File: config.mk
export PLATFORM = sky130hd
export DESIGN_NAME = scbn_cell
export DESIGN_NICKNAME = d
export VERILOG_FILES = /design/src/hw/rtl/scbn_pkg.sv /design/src/hw/rtl/scbn_cell.sv
export SDC_FILE = /design/constraint.sdc
export NUM_CORES = 2
export LEC_CHECK = 0
export ABC_AREA = 1
export ABC_CLOCK_PERIOD_IN_PS = 14190
export BUFFER_PORTS_ARGS = -buffer_cell sky130_fd_sc_hd__buf_2
export CAP_MARGIN = 20
export CORE_AREA = 2 2 340 342
export CTS_CLUSTER_DIAMETER = 40
export DETAILED_ROUTE_END_ITERATION = 8
export DIE_AREA = 0 0 342 344
export GPL_ROUTABILITY_DRIVEN = 0
export GPL_TIMING_DRIVEN = 0
export HOLD_SLACK_MARGIN = 0.15
export PLACE_DENSITY = 0.76
export RECOVER_POWER = 50
export SLEW_MARGIN = 15
export SYNTH_ARGS = -nofsm -noshare
export SYNTH_HDL_FRONTEND = slang
export SYNTH_SLANG_ARGS = --single-unit
File: constraint.sdc
create_clock -name clk -period 14.19 [get_ports clk]
set_clock_uncertainty 0.1 [all_clocks]
set_input_delay 0.7095 -clock clk [delete_from_list [all_inputs] [get_ports clk]]
set_output_delay 0.7095 -clock clk [all_outputs]
set_load 0.02 [all_outputs]
File: src/hw/rtl/scbn_pkg.sv
// Shared types, widths and codes for the class-wise box suppression block.
`default_nettype none

package scbn_pkg;

  // Default sizes
  localparam int MAX_BOXES_DEF = 1024;
  localparam int MAX_OUT_DEF   = 64;

  // Field widths
  localparam int COORD_W  = 16;
  localparam int SCORE_W  = 16;
  localparam int CLASS_W  = 7;
  localparam int LIMIT_W  = 13;
  localparam int SCALE_W  = 16;
  localparam int THRESH_W = 16;
  localparam int OUT_W    = 20;

  // Geometry arithmetic widths (Q12.4 edges, one pixel is 16)
  localparam int EDGE_W   = COORD_W + 2;
  localparam int DIFF_W   = EDGE_W + 1;
  localparam int SPAN_W   = COORD_W + 1;
  localparam int AREA_W   = 2 * SPAN_W;
  localparam int UNION_W  = AREA_W + 1;
  localparam int PROD_W   = UNION_W + THRESH_W;
  localparam int ONE_PIXEL = 16;
  localparam int PASS_W   = $clog2(SCORE_W);

  // Configuration port
  localparam int CFG_IDX_W  = 3;
  localparam int CFG_DATA_W = 16;
  localparam logic [CFG_IDX_W-1:0] CFG_IOU_THRESHOLD = 3'd0;
  localparam logic [CFG_IDX_W-1:0] CFG_IMAGE_WIDTH   = 3'd1;
  localparam logic [CFG_IDX_W-1:0] CFG_IMAGE_HEIGHT  = 3'd2;
  localparam logic [CFG_IDX_W-1:0] CFG_INV_SCALE_X   = 3'd3;
  localparam logic [CFG_IDX_W-1:0] CFG_INV_SCALE_Y   = 3'd4;

  // Steps of one suppression slot; every cell advances on the last one
  localparam int PHASE_W = 3;
  localparam logic [PHASE_W-1:0] PH_EDGES  = 3'd0;
  localparam logic [PHASE_W-1:0] PH_INTER  = 3'd1;
  localparam logic [PHASE_W-1:0] PH_UNION  = 3'd2;
  localparam logic [PHASE_W-1:0] PH_PROD   = 3'd3;
  localparam logic [PHASE_W-1:0] PH_DECIDE = 3'd4;

  typedef struct packed {
    logic signed [COORD_W-1:0] box_left;
    logic signed [COORD_W-1:0] box_top;
    logic [COORD_W-1:0]        box_width;
    logic [COORD_W-1:0]        box_height;
    logic [SCORE_W-1:0]        box_score;
    logic [CLASS_W-1:0]        box_class;
    logic                      last_box;
  } box_in_t;

  typedef struct packed {
    logic [OUT_W-1:0]   out_left;
    logic [OUT_W-1:0]   out_top;
    logic [OUT_W-1:0]   out_right;
    logic [OUT_W-1:0]   out_bottom;
    logic [SCORE_W-1:0] out_score;
    logic [CLASS_W-1:0] out_class;
    logic               out_overflowed;
    logic               out_last;
  } box_out_t;

  // One stored box
  typedef struct packed {
    logic signed [COORD_W-1:0] left;
    logic signed [COORD_W-1:0] top;
    logic [COORD_W-1:0]        width;
    logic [COORD_W-1:0]        height;
    logic [SCORE_W-1:0]        score;
    logic [CLASS_W-1:0]        cls;
  } box_rec_t;

  // A ranked box on its way down the cell chain
  typedef struct packed {
    box_rec_t          rec;
    logic [AREA_W-1:0] area;
  } cand_t;

  typedef struct packed {
    logic [THRESH_W-1:0] iou_threshold;
    logic [LIMIT_W-1:0]  image_width;
    logic [LIMIT_W-1:0]  image_height;
    logic [SCALE_W-1:0]  inv_scale_x;
    logic [SCALE_W-1:0]  inv_scale_y;
  } cfg_t;

  typedef struct packed {
    logic               clear;
    logic               advance;
    logic               shift;
    logic [PHASE_W-1:0] phase;
  } chain_ctl_t;

  typedef enum logic [2:0] {
    ST_LOAD,
    ST_KICK,
    ST_SORT,
    ST_NMS,
    ST_CLAMP,
    ST_SCALE,
    ST_SEND
  } nms_state_t;

endpackage

`default_nettype wire

File: src/hw/rtl/scbn_cell.sv
// One suppression cell: holds a survivor and tests each passing candidate against it.
`default_nettype none

module scbn_cell import scbn_pkg::*; (
  input  wire logic                clk,
  input  wire logic                rst,
  input  wire chain_ctl_t          ctl,
  input  wire logic [THRESH_W-1:0] iou_threshold,
  input  wire cand_t               in_cand,
  input  wire logic                in_alive,
  output cand_t                    out_cand,
  output logic                     out_alive,
  input  wire cand_t               next_surv,
  input  wire logic                next_full,
  output cand_t                    surv,
  output logic                     full
);

  cand_t                     cand;
  logic                      alive;
  logic signed [EDGE_W-1:0]  p_l, p_r, p_t, p_b;
  logic signed [EDGE_W-1:0]  q_l, q_r, q_t, q_b;
  logic signed [EDGE_W-1:0]  min_r, max_l, min_b, max_t;
  logic signed [DIFF_W-1:0]  dx, dy;
  logic [SPAN_W-1:0]         iw, ih;
  logic                      match;
  logic [AREA_W-1:0]         inter;
  logic [UNION_W-1:0]        uni;
  logic [PROD_W-1:0]         prod;
  logic                      kill;

  // Edges of the survivor and the candidate
  always_comb begin
    p_l = EDGE_W'(surv.rec.left);
    p_t = EDGE_W'(surv.rec.top);
    p_r = p_l + $signed(EDGE_W'(surv.rec.width));
    p_b = p_t + $signed(EDGE_W'(surv.rec.height));
    q_l = EDGE_W'(cand.rec.left);
    q_t = EDGE_W'(cand.rec.top);
    q_r = q_l + $signed(EDGE_W'(cand.rec.width));
    q_b = q_t + $signed(EDGE_W'(cand.rec.height));
    min_r = (p_r < q_r) ? p_r : q_r;
    max_l = (p_l > q_l) ? p_l : q_l;
    min_b = (p_b < q_b) ? p_b : q_b;
    max_t = (p_t > q_t) ? p_t : q_t;
    dx = DIFF_W'(min_r) - DIFF_W'(max_l) + DIFF_W'(ONE_PIXEL);
    dy = DIFF_W'(min_b) - DIFF_W'(max_t) + DIFF_W'(ONE_PIXEL);
  end

  // Overlap test, one step per phase of the slot
  always_ff @(posedge clk) begin
    unique case (ctl.phase)
      PH_EDGES: begin
        iw    <= dx[DIFF_W-1] ? '0 : dx[SPAN_W-1:0];
        ih    <= dy[DIFF_W-1] ? '0 : dy[SPAN_W-1:0];
        match <= surv.rec.cls == cand.rec.cls;
      end
      PH_INTER: begin
        inter <= iw * ih;
      end
      PH_UNION: begin
        uni <= UNION_W'(surv.area) + UNION_W'(cand.area) - UNION_W'(inter);
      end
      PH_PROD: begin
        prod <= iou_threshold * uni;
      end
      default: begin
      end
    endcase
  end

  assign kill      = full && alive && match && (PROD_W'({inter, 16'h0}) > prod);
  assign out_alive = alive && !kill;
  assign out_cand  = cand;

  // Claim the first live candidate, then pass the rest along; shift out at the end
  always_ff @(posedge clk) begin
    if (rst || ctl.clear) begin
      alive <= 1'b0;
      full  <= 1'b0;
    end else if (ctl.advance) begin
      full  <= full | in_alive;
      alive <= full & in_alive;
    end else if (ctl.shift) begin
      full  <= next_full;
      alive <= 1'b0;
    end
  end

  always_ff @(posedge clk) begin
    if (ctl.advance) begin
      cand <= in_cand;
      if (!full && in_alive) begin
        surv <= in_cand;
      end
    end else if (ctl.shift) begin
      surv <= next_surv;
    end
  end

endmodule

`default_nettype wire

==> reports/summary.txt <==
hold depth: 1
Sink Count: 399
cts bufs inserted: 58
Max Slew Vio Count: 125
Post-Place Cells: 8373
R2R Setup Slk: 6.52 ns
Net Count, Synth: 7832
initial drt markers: 3474
Worst slew margin: -179%
TritonCTS clock tree: yes
Synth top area share: 27.3%
# nets final: 8524
Non-Filler Instances: 8598
number of enable flip-flop cells after synthesis: 397
final count of negative-setup-slack endpoints: 0
Post-route DRC: 0
Routed WL: 164 mm
Remaining Overflow, GRT: 0
row cnt: 124
Area contributors post-synth: fa_1 27%, edfxtp_1 22%, nand2_1 12%, ha_1 12%, inv_1 11%
main combinational cell family by area after synthesis: adder cells
average routed wire per standard cell: 19.1 um
failing checks: max-capacitance violations, max-slew violations
syn avg cell area: 8.37 um^2
Worst-Skew Late Latency: 0.69 ns
Top FF cell, synth: edfxtp_1
port bufs: 495
reg2reg path depth: 29
Place WS: 6.28 ns
Die Span Y: 344 um
Fin. Hold Viols: 0
commonest cells in the netlist: 1728 x nand2_1, 1534 x inv_1, 724 x fa_1
Yosys cell types: 59
critical path type: in -> reg
area grow syn2layout: 14.1%
most frequent CP cell: clkbuf_1
Hold EP: out_cand[8]
Compound-Gate Fraction of Synth Area: 5.81%
CTS Hold Bufs: 110
antenna violations before repair: 16
synthesized flop and latch total: 399
Critical-path top delay cell: clkbuf_1
Setup crit start kind: input pin
FMAX: 111 MHz
CTS clk-pin slew, worst paths: 0.06 ns
Max-cap violations: 2
CTS resizes: 0
RSZ-0062 raised after global routing: no
share of cells above drive strength 1: 6.43%
yosys warns: 0
period utilisation layout: 63.8%
crit path DAT: 9.37 ns
DIE AREA: 0.118 mm^2
Via density: 5.24
XOR/XNOR Fraction of Synth Area: 3.02%
CP Cell Sequence: clkbuf_1 -> clkbuf_1 -> clkbuf_1 -> clkinv_1 -> clkbuf_1 -> buf_8 -> clkbuf_1 -> nand2_1 -> nand2_1
placed inst area: 0.0578 mm^2
CP max FO: 62
Post-synth ARST share: 0%
post-route design area: 0.0606 mm^2
via count: 45065
WP data required: 14.51 ns
area of the core: 0.114 mm^2
largest net degree at the start of global routing: 63
Post-Syn Instances: 6340
post-detailed-route count of antenna-violating nets: 0
Die Span X: 342 um
clock tree buffer depth: 3
DP Wirelength: 137 mm
CTS H-tree lvls: 2
cell family with most CP delay: buffers and inverters
Min Clock Period, post-route: 9.05 ns
PnR worst setup slack: 5.14 ns
fillcell total: 10359
Root Buffer: clkbuf_16
Initial Util: 46.6%
multiplexer share of the synthesized area: 0%
top-count cell post-synth: nand2_1
GR Util All Layers: 28.1%
kind of end point of the critical path: register
I/O pin total: 512
cell taking the most area after synthesis: fa_1
Max stage delay on crit path: 3.09 ns
Seq/Total Area, Yosys: 22.5%
first-pass GRT wire length: 255 mm
outcome: finished, violations left
Detailed Routing Iterations Pass 1: 8
Worst Hold Class: in -> reg
hold wc startpoint: in_cand[8]
Adder-Cell Fraction of Synth Area: 39.1%
mapped cell area: 0.0531 mm^2
r2r endpoint: ih[2]
total setup buffers inserted after CTS: 0
CP Buf/Inv Count: 7
worst slew pin tran: 4.18 ns
number of global-route vias before repair: 46849
Simple-Gate Fraction of Synth Area: 16.8%
reg2reg start: out_cand[57]
-- cell families (layout without fill, tap and decap cells) --
logic type / count (synthesis) / count (layout)
AOI/OAI and AO/OA: 536 / 536
xor gates and xnor gates: 183 / 183
adders and majority gates: 1224 / 1224
buffers and inverters: 1785 / 2524
DFF: 399 / 399
other: 0 / 7
and+or+nand+nor: 2213 / 2213
-- metal layers --
metal | global-route usage [%] | share of wire, %
met2 | 46.8 | 46
met1 | 32.7 | 36
met4 | 16.7 | 6.9
met3 | 7.42 | 11
met5 | 0 | 0.069
-- final cells by class --
type,count,area [um^2],area share (%)
diodes,7,17.5,0.0289
flip-flops and latches,399,12000,19.8
plain buffers,249,1000,1.65
clock buffers,66,1480,2.45
repair buffers,632,3540,5.84
inverters,1536,5770,9.52
well taps,1512,1890,3.12
clock inverters,41,528,0.872
multi-input cells,4156,34400,56.8
-- sequential cells by signal, indices dropped and copies added, names as in the netlist --
name / flops
alive: 1
full: 1
ih: 17
inter: 34
iw: 17
match: 1
out_cand: 121
prod: 51
surv: 121
uni: 35
-- stage by stage --
step | setup TNS (ns) | util, % | hold slack, ns
2_1_floorplan | 0 | - | 0.331
3_3_place_gp | -756.64 | 50.5 | 0.351
3_5_place_dp | 0 | 50.8 | 0.351
4_1_cts | 0 | 53.5 | 0.150
5_1_grt | 0 | 53.2 | 0.161
6_report | 0 | 53.2 | 0.169
-- worst max-delay path by stage --
stage          cells after the start             start        to
5_1_grt                            9            ctl[4]  surv[89]
3_3_place_gp                       4            ctl[4]  surv[67]
4_1_cts                           29      out_cand[57]     ih[0]
6_report                           9            ctl[4]  surv[89]
3_5_place_dp                      24  iou_threshold[2]  prod[49]
2_1_floorplan                      3            ctl[4]   surv[0]
-- layout by cell type (no fill, tap or decap), drive strengths merged, types with 119 or more instances in the layout --
master	netlist	final
a21oi	260	260
clkbuf	236	536
edfxtp	397	397
inv	1535	1549
o21ai	119	119
nand2	1741	1741
nand3	140	140
nor2	203	203
buf	13	301
fa	724	724
ha	500	500
Power is left out: the tool's default activity adds up to more than one toggle a clock period on the data nets, which glitch-free logic cannot reach.
