File: src/hw/rtl/scbn_pkg.sv
// Shared types, widths and codes for the class-wise box suppression block.
`default_nettype none

package scbn_pkg;

  // Default sizes
  localparam int MAX_BOXES_DEF = 1024;
  localparam int MAX_OUT_DEF   = 64;

  // Field widths
  localparam int COORD_W  = 16;
  localparam int SCORE_W  = 16;
  localparam int CLASS_W  = 7;
  localparam int LIMIT_W  = 13;
  localparam int SCALE_W  = 16;
  localparam int THRESH_W = 16;
  localparam int OUT_W    = 20;

  // Geometry arithmetic widths (Q12.4 edges, one pixel is 16)
  localparam int EDGE_W   = COORD_W + 2;
  localparam int DIFF_W   = EDGE_W + 1;
  localparam int SPAN_W   = COORD_W + 1;
  localparam int AREA_W   = 2 * SPAN_W;
  localparam int UNION_W  = AREA_W + 1;
  localparam int PROD_W   = UNION_W + THRESH_W;
  localparam int ONE_PIXEL = 16;
  localparam int PASS_W   = $clog2(SCORE_W);

  // Configuration port
  localparam int CFG_IDX_W  = 3;
  localparam int CFG_DATA_W = 16;
  localparam logic [CFG_IDX_W-1:0] CFG_IOU_THRESHOLD = 3'd0;
  localparam logic [CFG_IDX_W-1:0] CFG_IMAGE_WIDTH   = 3'd1;
  localparam logic [CFG_IDX_W-1:0] CFG_IMAGE_HEIGHT  = 3'd2;
  localparam logic [CFG_IDX_W-1:0] CFG_INV_SCALE_X   = 3'd3;
  localparam logic [CFG_IDX_W-1:0] CFG_INV_SCALE_Y   = 3'd4;

  // Steps of one suppression slot; every cell advances on the last one
  localparam int PHASE_W = 3;
  localparam logic [PHASE_W-1:0] PH_EDGES  = 3'd0;
  localparam logic [PHASE_W-1:0] PH_INTER  = 3'd1;
  localparam logic [PHASE_W-1:0] PH_UNION  = 3'd2;
  localparam logic [PHASE_W-1:0] PH_PROD   = 3'd3;
  localparam logic [PHASE_W-1:0] PH_DECIDE = 3'd4;

  typedef struct packed {
    logic signed [COORD_W-1:0] box_left;
    logic signed [COORD_W-1:0] box_top;
    logic [COORD_W-1:0]        box_width;
    logic [COORD_W-1:0]        box_height;
    logic [SCORE_W-1:0]        box_score;
    logic [CLASS_W-1:0]        box_class;
    logic                      last_box;
  } box_in_t;

  typedef struct packed {
    logic [OUT_W-1:0]   out_left;
    logic [OUT_W-1:0]   out_top;
    logic [OUT_W-1:0]   out_right;
    logic [OUT_W-1:0]   out_bottom;
    logic [SCORE_W-1:0] out_score;
    logic [CLASS_W-1:0] out_class;
    logic               out_overflowed;
    logic               out_last;
  } box_out_t;

  // One stored box
  typedef struct packed {
    logic signed [COORD_W-1:0] left;
    logic signed [COORD_W-1:0] top;
    logic [COORD_W-1:0]        width;
    logic [COORD_W-1:0]        height;
    logic [SCORE_W-1:0]        score;
    logic [CLASS_W-1:0]        cls;
  } box_rec_t;

  // A ranked box on its way down the cell chain
  typedef struct packed {
    box_rec_t          rec;
    logic [AREA_W-1:0] area;
  } cand_t;

  typedef struct packed {
    logic [THRESH_W-1:0] iou_threshold;
    logic [LIMIT_W-1:0]  image_width;
    logic [LIMIT_W-1:0]  image_height;
    logic [SCALE_W-1:0]  inv_scale_x;
    logic [SCALE_W-1:0]  inv_scale_y;
  } cfg_t;

  typedef struct packed {
    logic               clear;
    logic               advance;
    logic               shift;
    logic [PHASE_W-1:0] phase;
  } chain_ctl_t;

  typedef enum logic [2:0] {
    ST_LOAD,
    ST_KICK,
    ST_SORT,
    ST_NMS,
    ST_CLAMP,
    ST_SCALE,
    ST_SEND
  } nms_state_t;

endpackage

`default_nettype wire

File: src/hw/rtl/scbn_place.sv
// Output stage: clamp a survivor to the image and scale its corners.
`default_nettype none

module scbn_place import scbn_pkg::*; (
  input  wire logic  clk,
  input  wire logic  load,
  input  wire logic  scale,
  input  wire cand_t surv,
  input  wire logic  last_in,
  input  wire logic  ovf_in,
  input  wire cfg_t  cfg,
  output box_out_t   res_item
);

  logic [LIMIT_W-1:0] cl, ct, cr, cb;
  logic [SCORE_W-1:0] score;
  logic [CLASS_W-1:0] cls;
  logic               ovf;
  logic               last;
  logic signed [EDGE_W-1:0] e_l, e_t, e_r, e_b;

  function automatic logic [LIMIT_W-1:0] clamp_edge(input logic signed [EDGE_W-1:0] v,
                                                    input logic [LIMIT_W-1:0] limit);
    logic signed [EDGE_W:0] lim16;
    logic [LIMIT_W-1:0]     c;
    lim16 = $signed({2'b00, limit, 4'h0});
    if (v <= 0) begin
      c = '0;
    end else if ((EDGE_W+1)'(v) >= lim16) begin
      c = limit;
    end else begin
      c = v[LIMIT_W+3:4];
    end
    return c;
  endfunction

  function automatic logic [OUT_W-1:0] scale_edge(input logic [LIMIT_W-1:0] c,
                                                  input logic [SCALE_W-1:0] inv);
    logic [LIMIT_W+SCALE_W-1:0] p;
    logic [LIMIT_W+SCALE_W-9:0] s;
    p = c * inv;
    s = p[LIMIT_W+SCALE_W-1:8];
    return (s > (LIMIT_W+SCALE_W-8)'({OUT_W{1'b1}})) ? {OUT_W{1'b1}} : s[OUT_W-1:0];
  endfunction

  assign e_l = EDGE_W'(surv.rec.left);
  assign e_t = EDGE_W'(surv.rec.top);
  assign e_r = e_l + $signed(EDGE_W'(surv.rec.width));
  assign e_b = e_t + $signed(EDGE_W'(surv.rec.height));

  // Clamp stage
  always_ff @(posedge clk) begin
    if (load) begin
      cl    <= clamp_edge(e_l, cfg.image_width);
      ct    <= clamp_edge(e_t, cfg.image_height);
      cr    <= clamp_edge(e_r, cfg.image_width);
      cb    <= clamp_edge(e_b, cfg.image_height);
      score <= surv.rec.score;
      cls   <= surv.rec.cls;
      ovf   <= ovf_in;
      last  <= last_in;
    end
  end

  // Scale stage, held until the item is taken
  always_ff @(posedge clk) begin
    if (scale) begin
      res_item.out_left       <= scale_edge(cl, cfg.inv_scale_x);
      res_item.out_top        <= scale_edge(ct, cfg.inv_scale_y);
      res_item.out_right      <= scale_edge(cr, cfg.inv_scale_x);
      res_item.out_bottom     <= scale_edge(cb, cfg.inv_scale_y);
      res_item.out_score      <= score;
      res_item.out_class      <= cls;
      res_item.out_overflowed <= ovf;
      res_item.out_last       <= last;
    end
  end

endmodule

`default_nettype wire

File: config.mk
export PLATFORM = sky130hd
export DESIGN_NAME = scbn_place
export DESIGN_NICKNAME = d
export VERILOG_FILES = /design/src/hw/rtl/scbn_pkg.sv /design/src/hw/rtl/scbn_place.sv
export SDC_FILE = /design/constraint.sdc
export NUM_CORES = 2
export LEC_CHECK = 0
export BUFFER_PORTS_ARGS = -buffer_cell sky130_fd_sc_hd__buf_2
export CAP_MARGIN = 20
export CORE_MARGIN = 1.5
export CORE_UTILIZATION = 40
export DETAILED_ROUTE_END_ITERATION = 12
export PLACE_DENSITY = 0.53
export SETUP_SLACK_MARGIN = 0.4
export SLEW_MARGIN = 10
export SYNTH_ARGS = -nofsm -noshare
export SYNTH_HDL_FRONTEND = slang
export SYNTH_SLANG_ARGS = --single-unit
export TNS_END_PERCENT = 20
File: constraint.sdc
create_clock -name clk -period 7.47 [get_ports clk]
set_input_delay 0.3735 -clock clk [delete_from_list [all_inputs] [get_ports clk]]
set_output_delay 0.3735 -clock clk [all_outputs]
set_load 0.01 [all_outputs]
==> impl_metrics.yaml <==
yosys:
  syn_area_um2: 35700
  synthMuxAreaShare_pct: 1.09
  ys_dominant_reg_cell: "edfxtp_1"
  synthXorXnorAreaFrac_pct: 2.18
  syn_inst: 3858
  synth_async_sr_flop_share_pct: 0
  synth_edf_count: 182
  avgSynthCellArea_um2: 9.26
  synth_seq_cells: 182
  synth_fa_ha_area_share_pct: 47.2
  synth_top_family_by_area: "adder cells"
  synth_area_leaders: "fa_1 34%, edfxtp_1 15%, ha_1 13%"
  yosysMostFrequentCell: "inv_1"
  synth-seq-area-share_pct: 15.3
  yosys.area_share.simple_pct: 17.2
  ys_warn_count: 0
  synth_compound_area_share_pct: 6.62
  synth_cell_types: 87
  yosys.area.top_type_share_pct: 34.4
  ys_top_cells_by_count: "849 x inv_1, 614 x fa_1, 594 x nand2_1, 389 x and2_1, 364 x ha_1"
  synth_top_cell_by_area: "fa_1"
setup_path:
  rrSetupSlack_ps: 910
  path_common_cell: "fa_1"
  cpLargestDelayFamily: "adder cells"
  path_cells: "nand2_1 -> fa_1 -> fa_1 -> inv_1 -> fa_1 -> fa_1 -> inv_1 -> fa_1 -> inv_1 -> ha_1 -> a21oi_1 -> o211ai_1 -> a221o_1 -> or3b_1 -> o211a_1 -> o41ai_2 -> xnor2_1 -> buf_4 -> o21ai_1"
  critical_path_class: "flop to flop"
  crit_slowest_cell: "edfxtp_1"
  path_buf_inv: 4
  critical_path_arrival_ps: 6820
  cp.required_ps: 7730
  reg2reg_from: "cl[4]$_SDFFCE_PP0P_"
  cpPeakStageDelay_ps: 950
  reg2reg_depth: 19
  worstPathMaxFanout: 20
  timing.rr.end: "res_item[104]$_SDFFCE_PN1P_"
  crit_path_start_kind: "flop"
  critPathCaptureType: "flop"
  crit_cells: 19
clock_network:
  cts.repair.resized: 0
  post_cts.repair.setup_buffers: 0
  cts_tree: "done"
  cts_max_path_buffers: 2
  path_clk_slew_ps: 80
  htreeDepth: 4
  cts-root-buf: "clkbuf_16"
  cts_sinks: 182
  holdBufCountCts: 25
  cts_buffers: 17
  clk_latency_ps: 530
die:
  core_um2: 88400
  die_area_um2: 91100
  pin_count: 305
  die-width_um: 302
  rows: 109
  fp.dieH_um: 302
  initial_core_util_pct: 40.4
sta:
  setup_viol: 0
  worst_pin_slew_ps: 1090
  min_period_ps: 6560
  skew_ps: 19.8
  hold_violations: 0
  finalCritPeriodShare_pct: 87.8
  slew_violations: 0
  fin_setup_tns_ps: 0
  timing.fmax_ghz: 0.152
  slew-limit-headroom_pct: 27.2
  rsz0062_at_grt: "no"
layout:
  area_growth_pct: 9.18
  drive_above_1_share_pct: 8.89
  multi_input_area_um2: 26500
  fin_nets: 5225
  num-fill-cells: 8867
  seqCellArea_um2: 5470
hold_path:
  worstHoldEndpoint: "cl[11]$_SDFFCE_PP0P_"
  min_from: "cfg[56]"
  holdCritPathClass: "primary input to flop"
  worstHoldPathCells: 2
global_route:
  grt_first_pass_wirelength_um: 148000
  first_global_vias: 28000
  grt_usage_pct: 20.8
  antenna_found_initial: 3
  grt_max_degree: 64
  grt_overflow_total: 0
status:
  status: "complete, no violations"
routing:
  vias: 26000
  vias_per_cell: 4.98
  drt_first_iter_violations: 1169
  wl_per_cell_um: 17.2
  firstDrtPassIters: 5
  wl_um: 89800
  drc: 0
  antenna_violating_nets_post_route: 0
placement:
  port_buffers: 254
  gp_congestion: 0.898
  hpwl_um: 70700
run:
  max-cap-violations: 0
## cells by family (layout without fill, tap and decap cells)
group / after synthesis / in the layout
muxes: 39 / 39
AOI/OAI and AO/OA: 348 / 348
other: 1 / 3
DFF: 182 / 182
xor gates and xnor gates: 89 / 89
buffers and inverters: 990 / 1191
adders and majority gates: 978 / 978
and+or+nand+nor: 1231 / 1231
## registers in the layout, indices dropped and copies added, names as in the netlist, 7 cells and up
signal    count
cr           13
cls           7
cb           13
res_item    105
ct           13
score        16
cl           13
## area by class of cell
class | instances | share of cell area [%]
Clock buffer | 17 | 1.09
Multi-Input combinational cell | 2687 | 68.0
Clock inverter | 15 | 0.414
Inverter | 849 | 8.17
Antenna cell | 1 | 0.00642
Tap cell | 1165 | 3.74
Sequential cell | 182 | 14.0
Timing Repair Buffer | 310 | 4.52
## worst max-delay path by stage
| stage | startpoint | end | slack [ps] |
|---|---|---|---|
| final | cl[4]$_SDFFCE_PP0P_ | res_item[104]$_SDFFCE_PN1P_ | 910 |
| after global routing | cb[7]$_SDFFCE_PP0P_ | res_item[29]$_SDFFCE_PN1P_ | 560 |
| after CTS | cl[1]$_SDFFCE_PP0P_ | res_item[104]$_SDFFCE_PN1P_ | 860 |
| after detailed placement | cfg[6] | res_item[42]$_SDFFCE_PN1P_ | 780 |
| after global placement | cfg[6] | res_item[42]$_SDFFCE_PN1P_ | 850 |
| after floorplan | cl[1]$_SDFFCE_PP0P_ | res_item[104]$_SDFFCE_PN1P_ | 1600 |
## stage by stage
stage                     utilization, %  std cells  setup WS [ps]  hold WS, ps  area (µm²)
after global routing                44.1       5225            559          197       39000
after CTS                           44.1       5224            855          180       39000
after floorplan                        -       3859           1600          400       35700
final                               44.1       5226            910          222       39000
after global placement              43.2       5167            850          401       38200
after detailed placement            43.2       5167            781          405       38200
## cells in the final DEF, fill, tap and decap left out, types with 5 or more instances in the layout
master	count
inv_1	849
fa_1	614
nand2_1	594
and2_1	389
ha_1	364
buf_2	252
edfxtp_1	182
a21oi_1	94
nor2_1	57
o21ai_0	56
xnor2_1	46
xor2_1	42
a21o_1	39
mux2i_1	39
nor3_1	33
buf_4	32
a211oi_1	27
dlygate4sd3_1	25
nand4_1	24
nand3_1	21
nor2b_1	21
o21a_1	20
clkbuf_16	17
a31oi_1	13
and3_1	12
o211ai_1	11
o21bai_1	10
nor3_2	10
o21ai_1	9
or3_1	9
nand3b_1	9
nor4_1	9
nand2b_1	9
or2_2	7
nor3b_1	6
a211o_1	6
o31ai_1	5
## routing by layer
layer	track usage, %	vias up	share of wire (%)
met2	37.6	456	51
met4	5.30	4	1.9
met1	26.0	13200	43
met3	3.16	81	4.1
met5	0	-	0.029
li1	-	12300	-
Power is not shown: default switching activity piles up to over one toggle a cycle in this logic, so the estimate is an artifact.
